===== src/design/bam_ram.sv =====
// Generic single-port-write, registered-read RAM.
// No dependencies.
`default_nettype none
module bam_ram #(
  parameter int unsigned Width = 8,
  parameter int unsigned Depth = 16
) (
  input  wire logic                     clk_i,
  input  wire logic                     we_i,
  input  wire logic [$clog2(Depth)-1:0] waddr_i,
  input  wire logic [Width-1:0]         wdata_i,
  input  wire logic [$clog2(Depth)-1:0] raddr_i,
  output logic      [Width-1:0]         rdata_o
);
  logic [Width-1:0] mem_q [Depth];
  always_ff @(posedge clk_i) begin
    if (we_i) mem_q[waddr_i] <= wdata_i;
    rdata_o <= mem_q[raddr_i];
  end
endmodule
`default_nettype wire


===== config.mk =====
export PLATFORM = sky130hd
export DESIGN_NAME = bam_ram
export DESIGN_NICKNAME = d
export VERILOG_FILES = /design/src/design/bam_ram.sv
export SDC_FILE = /design/constraint.sdc
export NUM_CORES = 1
export LEC_CHECK = 0
export ABC_AREA = 1
export BUFFER_PORTS_ARGS = -buffer_cell sky130_fd_sc_hd__buf_2
export CORE_MARGIN = 5
export CORE_UTILIZATION = 61
export DETAILED_ROUTE_END_ITERATION = 6
export PLACE_DENSITY = 0.79
export REMOVE_ABC_BUFFERS = 1
export SETUP_SLACK_MARGIN = 0.15
export SYNTH_ARGS = -nofsm -noshare
export SYNTH_HDL_FRONTEND = slang
export SYNTH_SLANG_ARGS = --single-unit

===== constraint.sdc =====
create_clock -name clk_i -period 1.67 [get_ports clk_i]
set_clock_uncertainty 0.1 [all_clocks]
set_input_delay 0.167 -clock clk_i [delete_from_list [all_inputs] [get_ports clk_i]]
set_output_delay 0.167 -clock clk_i [all_outputs]
set_load 0.02 [all_outputs]

==> results.json, run 1 <==
{
  "run_status": "finished clean",
  "antenna_cells": 0,
  "wirelength_mm": 12.44,
  "nFillCells": 584,
  "max_freq_mhz": 767.1,
  "hold_slack_ns": 0.1334,
  "final_max_slew_viol_count": 0,
  "required_ns": 1.40,
  "most_used_cells_in_the_layout_excluding_fill_and_tap_cells": "173 x sky130_fd_sc_hd__nand2_1, 128 x sky130_fd_sc_hd__edfxtp_1, 100 x sky130_fd_sc_hd__inv_1",
  "cts-root-to-sink-buffers": 2,
  "synth_top_family_by_area": "simple AND/OR/NAND/NOR gates",
  "tritoncts_clock_tree": "yes",
  "place_hpwl_mm": 7.384,
  "die-area_um2": 11500,
  "chip_height_um": 107.2,
  "detail-route-antenna-nets": 0,
  "timing.final.crit_share_pct": 78.06,
  "maxCapViolations": 0,
  "final_area_um2": 6745,
  "detail_route.iter0.violations": 424,
  "finalHoldViolCount": 0,
  "synth.yosys.warnings": 0,
  "critPathBufInv": 1,
  "slew_headroom_pct": 57.90,
  "drc_violation_count_after_routing": 0,
  "setup_slack_at_placement_ns": 0.3229,
  "cpMaxStageDelayCell": "sky130_fd_sc_hd__dfxtp_1",
  "maximum_number_of_pins_on_one_net_before_global_route_repair": 65,
  "post_route_cells_drive_above_1_share_pct": 12.48,
  "post_synth_xor_area_fraction_pct": 0,
  "p_leak_nw": 2.952,
  "crit_type": "reg2out",
  "worst-r2r-setup-slack_ns": 0.55,
  "grt_antenna_before_repair": 0,
  "yosys_register_bits": 136,
  "vdd_ir_drop_max_mv": 0.8184,
  "multi_input_gate_area_in_the_final_layout_um2": 1214,
  "setup.worst_path.start_class": "flip-flop",
  "detail_route.vias_per_cell": 5.367,
  "critical_path.endpoint_type": "output pin",
  "routed_wire_length_per_instance_um": 16.68,
  "postPlaceCellArea_um2": 6080,
  "ctsHtreeMaxLevel": 4,
  "drt-pass1-iter-count": 5,
  "globalRoute.totalOverflow": 0,
  "synth-compound-area-share_pct": 0,
  "power_density_nw_per_um2": 1173,
  "critical-path-max-stage-delay_ns": 0.35,
  "clk-insertion-delay-late_ns": 0.51,
  "gpl.final_weighted_congestion": 0.8424,
  "yosys-mux-area-fraction_pct": 0,
  "route.vias.total": 4004,
  "max_slew.worst_pin.slew_ns": 0.6308,
  "regArea_um2": 4004,
  "crit_fanout": 1,
  "final_period_minus_worst_setup_slack_ns": 1.304,
  "ios": 26,
  "fin_util_pct": 73.00,
  "crit_family": "flip-flops",
  "grt_first_pass_wirelength_mm": 19.64,
  "totalNegativeSetupSlack_ns": 0,
  "die_width_um": 107.2,
  "cts.sinks": 136,
  "core_area_um2": 9240,
  "rsz0062_at_grt": "no",
  "syn_avg_cell_area_um2": 10.47,
  "worst_hold_path.num_cells": 5,
  "min-delay-path-class": "in2reg",
  "cts_made_buffers": 17,
  "gr-usage-all-layers_pct": 22.86,
  "core.rowCount": 35,
  "cts_post_setup_buffers_inserted": 0,
  "clk_root_buffer_cell": "sky130_fd_sc_hd__clkbuf_8",
  "layout.cells.most_common": "sky130_fd_sc_hd__nand2_1",
  "postLayoutSetupSlackWorst_ns": 0.3663,
  "cp_num_cells": 1,
  "synthesis.instances": 551,
  "path_clk_slew_ns": 0.06,
  "synth_simple_gate_area_share_pct": 21.05,
  "synth-seq-area-share_pct": 69.43,
  "yosys.area_share.adder_pct": 0,
  "floorplan.initialDensity_pct": 62.41,
  "setup_failing_eps_final": 0,
  "post_synthesis_instance_area_um2": 5767,
  "crit_arrival_ns": 1.04,
  "rr_worst_depth": 6,
  "nets": 622,
  "numPortBuffers": 25,
  "flow.area_growth_from_synthesis_pct": 16.97,
  "cp_cell_sequence": "buf_2",
  "library_cells_used_by_synthesis": 12,
  "number_of_global_route_vias_before_repair": 3934
}
==> area by class of cell <==
cell class	count	area share, %
Clock buffer	18	6.196
Clock inverter	14	2.337
Inverter	102	5.676
Sequential cell	136	59.36
Tap cell	129	2.393
Multi-Input combinational cell	289	17.99
Timing Repair Buffer	58	6.047
==> report_power, final <==
part	switching, mW	internal [mW]
clock	1.33	2.25
sequential	0.0223	3.82
combinational	0.343	0.151
==> per-stage QoR <==
stage / cells / power, mW
after detailed placement: 705 / 4.370
after global routing: 746 / 8.166
after floorplan: 527 / 4.139
after global placement: 705 / 4.355
after CTS: 746 / 7.928
final: 746 / 7.916
==> registers in the layout, summed over array words and instances (netlist names) <==
| register | cells |
|---|---|
| mem_q | 128 |
| rdata_o | 8 |
==> layer usage <==
metal  part of all wire (%)  track usage, %  up-vias
met5                      0               0        -
met4                    2.9           10.96        0
met3                    6.8           4.756       37
met2                     52           38.61      201
met1                     38           28.08     1889
li1                       -               -     1877
==> logic make-up after synthesis <==
group | count (synthesis)
buffers and inverters | 126
AND/OR/NAND/NOR | 289
flip-flops | 136
==> path summary, 6_finish.rpt <==
path,from,endpoint
worst min-delay path,raddr_i[2],rdata_o[0]
worst max-delay path,rdata_o[1],rdata_o[1]
worst max register to register,mem_q[7][0],rdata_o[0]
worst min register to register,mem_q[10][0],rdata_o[0]
==> repair_timing <==
action                    4_1_cts  5_1_grt
hold endpoints to repair      136        0
hold buffers                    9        0
resized for setup               0        0
==> synth_stat cells (all sizes together) <==
cell,count,area (um2)
buf,24,166.4
dfxtp,8,160.2
edfxtp,128,3844
inv,102,382.9
nand2,173,649.4
nand3,97,485.5
nand3b,2,15.01
nor2,17,63.81
Power figures use the tool's default switching activity.
==> run 2, diff against run 1 <==
Clock period 1.67 ns to 1.25 ns, I/O delays scaled along.
==> run 2 against run 1 <==
  * First-iteration DRC count fell by 7.8%
  * Total power rose by 42%
  * Clock power rose by 49%
  * Cell count rose by 0.40%
  * Final area rose by 4.9%
  * Die area did not move
  * Clock-buffer cell count fell by 1
  * Routed wire length rose by 5.6%
  * Sequential power rose by 34%
  * Non-clock buffer count rose by 3
  * Largest power group is now the clock network
==> results.json, run 2 (synthesis gave the netlist of run 1 again) <==
{
  "drc_violation_count_after_routing": 0,
  "floorplan.initialDensity_pct": 62.41,
  "power_density_nw_per_um2": 1593,
  "postPlaceCellArea_um2": 6165,
  "required_ns": 1.02,
  "wirelength_mm": 13.15,
  "critPathBufInv": 1,
  "ctsHtreeMaxLevel": 4,
  "die_width_um": 107.2,
  "final_area_um2": 7073,
  "path_clk_slew_ns": 0.06,
  "postLayoutSetupSlackWorst_ns": 0.03784,
  "cts-root-to-sink-buffers": 2,
  "core_area_um2": 9240,
  "crit_fanout": 1,
  "power.switching_fraction_pct": 21.61,
  "clk_root_buffer_cell": "sky130_fd_sc_hd__clkbuf_8",
  "slew_headroom_pct": 72.35,
  "p_leak_nw": 3.087,
  "setup_slack_at_placement_ns": -0.01325,
  "crit_arrival_ns": 0.99,
  "final_period_minus_worst_setup_slack_ns": 1.212,
  "setup.worst_path.start_class": "flip-flop",
  "timing.final.crit_share_pct": 96.97,
  "gpl.final_weighted_congestion": 0.8162,
  "max_slew.worst_pin.slew_ns": 0.4148,
  "detail-route-antenna-nets": 0,
  "largest_registers": "mem_q x128, rdata_o x8",
  "nets": 625,
  "grt_antenna_before_repair": 0,
  "antenna_cells": 0,
  "cp_cell_sequence": "buf_6",
  "maximum_number_of_pins_on_one_net_before_global_route_repair": 33,
  "numPortBuffers": 25,
  "cell_internal_pwr_mw": 8.835,
  "clockPowerShare_pct": 47.5,
  "setup_failing_eps_final": 0,
  "grt_first_pass_wirelength_mm": 20.76,
  "largest_reg_flops": 128,
  "crit_family": "flip-flops",
  "clk-insertion-delay-late_ns": 0.52,
  "min-delay-path-class": "in2reg",
  "sequential_fraction_of_design_power_pct": 45.6,
  "tritoncts_clock_tree": "yes",
  "die-area_um2": 11500,
  "max_freq_mhz": 825.0,
  "global_route_met2_usage_pct": 40.30,
  "detail_route.iter0.violations": 391,
  "finalHoldViolCount": 0,
  "power.net_switching_mw": 2.436,
  "ios": 26,
  "routed_wire_length_per_instance_um": 17.55,
  "fin_util_pct": 76.55,
  "registers.top_by_ff_count": "mem_q",
  "post_route_cells_drive_above_1_share_pct": 19.03,
  "critical_path.endpoint_type": "output pin",
  "most_used_cells_in_the_layout_excluding_fill_and_tap_cells": "171 x sky130_fd_sc_hd__nand2_1, 128 x sky130_fd_sc_hd__edfxtp_1, 98 x sky130_fd_sc_hd__inv_1",
  "chip_height_um": 107.2,
  "final_max_slew_viol_count": 0,
  "vdd_ir_drop_max_mv": 0.9478,
  "cts_post_setup_buffers_inserted": 0,
  "globalRouteMet1Util_pct": 29.45,
  "globalRoute.totalOverflow": 0,
  "run_status": "finished clean",
  "flow.area_growth_from_synthesis_pct": 22.65,
  "cts_made_buffers": 17,
  "comb_power_share_pct": 6.9,
  "core.rowCount": 35,
  "place_hpwl_mm": 7.776,
  "maxCapViolations": 0,
  "route.vias.total": 4049,
  "cpMaxStageDelayCell": "sky130_fd_sc_hd__dfxtp_2",
  "number_of_global_route_vias_before_repair": 4161,
  "rsz0062_at_grt": "yes",
  "gr-usage-all-layers_pct": 24.43,
  "detail_route.vias_per_cell": 5.406,
  "met3_usage_pct": 5.960,
  "cts.sinks": 136,
  "grt_busiest_layer": "met2",
  "layout.cells.most_common": "sky130_fd_sc_hd__nand2_1",
  "drt-pass1-iter-count": 6,
  "critical-path-max-stage-delay_ns": 0.35,
  "total_power_mw": 11.27,
  "crit_type": "reg2out"
}
## run 2: cell count changes in the layout (fill, tap and decap cells not counted), sizes merged
| cell | previous run | this run |
|---|---|---|
| clkinvlp | 3 | 2 |
| clkbuf | 18 | 17 |
| inv | 102 | 105 |
| bufinv | 3 | 5 |
| buf | 49 | 52 |
| clkinv | 8 | 5 |
## run 2: power by group through the flow
stage	clock, mW	combinational [mW]	sequential, mW
after floorplan	0	0.275	5.25
after global placement	0	0.640	5.22
after detailed placement	0	0.660	5.22
after CTS	5.37	0.735	5.14
after global routing	5.64	0.841	5.15
final	5.35	0.774	5.14
## run 2: layout make-up
| class | count | area, um2 |
|---|---|---|
| clock buffer | 17 | 414.1 |
| sequential | 136 | 4014 |
| tap | 129 | 161.4 |
| clock inverter | 15 | 222.7 |
| inverter | 102 | 386.6 |
| multi-input combinational | 289 | 1329 |
| fill | 525 | 2167 |
| timing repair buffer | 61 | 545.5 |
## run 2: through the flow
step	instances	setup TNS [ns]	hold WS [ns]
2_1_floorplan	527	0	0.1239
3_3_place_gp	708	0	0.4060
3_5_place_dp	708	-0.1152	0.4180
4_1_cts	749	0	0.03750
5_1_grt	749	0	0.06300
6_report	749	0	0.05659
## run 2: path summary, 6_finish.rpt
check                    end  slack [ns]  cells past startpoint    startpoint
setup reg to reg  rdata_o[1]        0.17                      6  mem_q[15][1]
hold reg to reg   rdata_o[6]        0.59                      6  mem_q[13][6]
setup / recovery  rdata_o[1]        0.04                      1    rdata_o[1]
hold / removal    rdata_o[6]        0.06                      6    raddr_i[2]
## run 2: routing by layer
metal | wire length (um) | part of all wire, %
met2 | 6731 | 51
met5 | 0 | 0
met3 | 990 | 7.5
met1 | 5005 | 38
met4 | 417 | 3.2
## run 2: timing repair
action	CTS	global route
resized for setup	26	26
hold buffers	9	0
pin swaps	0	16
endpoints found under the setup margin	9	16
hold endpoints to repair	136	0
==> run 3, diff against run 2 <==
Settings changed: ABC_AREA 1 to 0, CORE_UTILIZATION 61 to 63, CTS_BUF_LIST set to sky130_fd_sc_hd__clkbuf_8, PLACE_DENSITY 0.79 to 0.82.
==> run 3 against run 2 <==
  * The run now ends with negative setup slack left
  * Clock power fell by 29%
  * Cell count shrank 44%
  * First-iteration DRC count is 37% lower
  * Sequential share of layout area up 7.9 points
  * Sequential power barely moved
  * Clock-buffer cell count unchanged
  * Worst hold slack improved by 0.11 ns
  * Via count is 39% lower
  * Register-to-register slack got worse by 0.29 ns
  * Synthesized area shrank 11%
  * Routed wire length shrank 27%
  * Critical path type is now reg2reg
==> results.json, run 3 <==
{
  "critical_path.endpoint_type": "flip-flop",
  "globalRoute.totalOverflow": 0,
  "vdd_ir_drop_max_mv": 1.076,
  "registers.top_by_ff_count": "mem_q",
  "synth-seq-area-share_pct": 77.78,
  "path_clk_slew_ns": 0.07,
  "grt_antenna_before_repair": 0,
  "required_ns": 1.45,
  "timing.final.crit_share_pct": 109.8,
  "slew_headroom_pct": 34.18,
  "die-area_um2": 10080,
  "crit_fanout": 1,
  "cts-root-to-sink-buffers": 2,
  "grt_first_pass_wirelength_mm": 15.03,
  "nets": 317,
  "final_period_minus_worst_setup_slack_ns": 1.372,
  "yosys-top-cells-area": "sky130_fd_sc_hd__edfxtp_1 75%, sky130_fd_sc_hd__mux4_2 7.9%, sky130_fd_sc_hd__mux4_1 7.1%, sky130_fd_sc_hd__dfxtp_1 3.1%, sky130_fd_sc_hd__a22oi_1 2.3%",
  "synth.top_cells.by_count": "128 x sky130_fd_sc_hd__edfxtp_1, 18 x sky130_fd_sc_hd__mux4_2, 16 x sky130_fd_sc_hd__a22oi_1, 14 x sky130_fd_sc_hd__mux4_1, 13 x sky130_fd_sc_hd__nor2_1",
  "die_width_um": 100.4,
  "syn_avg_cell_area_um2": 22.48,
  "synth_flop_cell": "sky130_fd_sc_hd__edfxtp_1",
  "maxCapViolations": 0,
  "post-synth-top-area-fraction_pct": 74.67,
  "async_flop_share_pct": 0,
  "totalNegativeSetupSlack_ns": -0.7745,
  "library_cells_used_by_synthesis": 19,
  "floorplan.initialDensity_pct": 63.61,
  "synth.yosys.warnings": 0,
  "rsz0062_at_grt": "yes",
  "flow.area_growth_from_synthesis_pct": 20.54,
  "number_of_global_route_vias_before_repair": 2630,
  "hold_slack_ns": 0.1670,
  "drc_violation_count_after_routing": 0,
  "final_max_slew_viol_count": 0,
  "drt-pass1-iter-count": 4,
  "total_power_mw": 9.585,
  "layout.cells.most_common": "sky130_fd_sc_hd__edfxtp_1",
  "post_synthesis_instance_area_um2": 5147,
  "fin_util_pct": 76.67,
  "detail_route.vias_per_cell": 5.964,
  "min-delay-path-class": "in2reg",
  "dominant_cell_by_count_in_the_synthesized_netlist": "sky130_fd_sc_hd__edfxtp_1",
  "largest_reg_flops": 128,
  "core.rowCount": 33,
  "synth_top_area_cell": "sky130_fd_sc_hd__edfxtp_1",
  "yosys_register_bits": 136,
  "gpl.final_weighted_congestion": 0.7590,
  "maximum_number_of_pins_on_one_net_before_global_route_repair": 23,
  "crit_arrival_ns": 1.57,
  "routed_wire_length_per_instance_um": 23.06,
  "cts_made_buffers": 17,
  "setup_failing_eps_final": 8,
  "run_status": "complete, but fails checks",
  "clk-insertion-delay-late_ns": 0.42,
  "ctsHtreeMaxLevel": 4,
  "wirelength_mm": 9.614,
  "max_freq_mhz": 728.8,
  "ios": 26,
  "route.vias.total": 2487,
  "tritoncts_clock_tree": "yes",
  "numPortBuffers": 25,
  "p_leak_nw": 2.093,
  "synth-edff-count": 128,
  "violations": "negative setup slack",
  "detail-route-antenna-nets": 0,
  "finalHoldViolCount": 0,
  "power_density_nw_per_um2": 1545,
  "chip_height_um": 100.4,
  "clk_root_buffer_cell": "sky130_fd_sc_hd__clkbuf_8",
  "postLayoutSetupSlackWorst_ns": -0.1221,
  "postPlaceCellArea_um2": 5603,
  "max_slew.worst_pin.slew_ns": 0.9853,
  "final_area_um2": 6205,
  "largest_registers": "mem_q x128, rdata_o x8",
  "place_hpwl_mm": 6.001,
  "gr-usage-all-layers_pct": 21.26,
  "crit_type": "reg2reg",
  "most_used_cells_in_the_layout_excluding_fill_and_tap_cells": "128 x sky130_fd_sc_hd__edfxtp_1, 30 x sky130_fd_sc_hd__mux4_2, 22 x sky130_fd_sc_hd__buf_4",
  "post_route_cells_drive_above_1_share_pct": 43.91,
  "setup.worst_path.start_class": "flip-flop",
  "core_area_um2": 8093,
  "antenna_cells": 0,
  "detail_route.iter0.violations": 245,
  "synthesis.instances": 229,
  "cts.sinks": 136
}
run 3: cell count changes after synthesis, sizes merged, moves of 4 or more:
cell / before / now
nand2: 173 / 9
nor2: 17 / 13
nand3: 97 / 1
buf: 24 / 7
inv: 102 / 0
a22oi: 0 / 16
mux4: 0 / 32
nor3: 0 / 4
run 3: timing repair:
action / 4_1_cts / 5_1_grt
setup endpoints to repair: 16 / 24
pin swaps: 10 / 3
endpoints found under the hold margin: 128 / 0
hold buffers: 8 / 0
buffers inserted: 0 / 0
gates resized for setup: 39 / 11
run 3: kinds of logic (layout without fill, tap and decap cells):
family / Yosys count / count (layout) / share of synthesized area, %
flops: 136 / 136 / 77.78
simple gates: 35 / 35 / 3.184
mux: 32 / 32 / 15.02
compound gates: 16 / 16 / 2.334
buf+inv: 10 / 93 / 1.677
run 3: report_power, final:
group          leakage [nW]  internal, mW  switching [mW]
sequential             1.22          5.10          0.0402
combinational         0.647         0.308           0.321
clock                 0.222          2.19            1.63
total                  2.09          7.59            1.99
run 3: final timing paths:
path	end	start	cells after the start	slack, ns
min	mem_q[0][3]	waddr_i[0]	3	0.17
max reg2reg	rdata_o[4]	mem_q[2][4]	3	-0.12
max	rdata_o[4]	mem_q[2][4]	3	-0.12
min reg2reg	rdata_o[2]	mem_q[15][2]	3	0.58
run 3: critical path, stage by stage (launching register included):
cell and delay [ns]:
sky130_fd_sc_hd__edfxtp_1 0.40, sky130_fd_sc_hd__mux4_2 0.48, sky130_fd_sc_hd__a22oi_2 0.19, sky130_fd_sc_hd__nand2_1 0.08
run 3: per-stage QoR:
stage                     instances  setup slack [ns]
final                           417           -0.1221
after global routing            417           -0.1623
after CTS                       417           -0.1351
after detailed placement        377           -0.4211
after global placement          377           -0.3975
after floorplan                 219           -0.4679
run 3: layout make-up:
type	instances	area, um2
tap	105	131.4
sequential	136	4014
multi-input combinational	83	1082
timing repair buffer	61	540.5
fill	434	1888
clock buffer	17	234.0
clock inverter	15	202.7
run 3: metal layers:
metal | part of all wire [%] | track usage [%]
met4 | 0.44 | 6.321
met5 | 0 | 0
met1 | 39 | 30.25
met2 | 53 | 33.59
met3 | 7.5 | 5.003
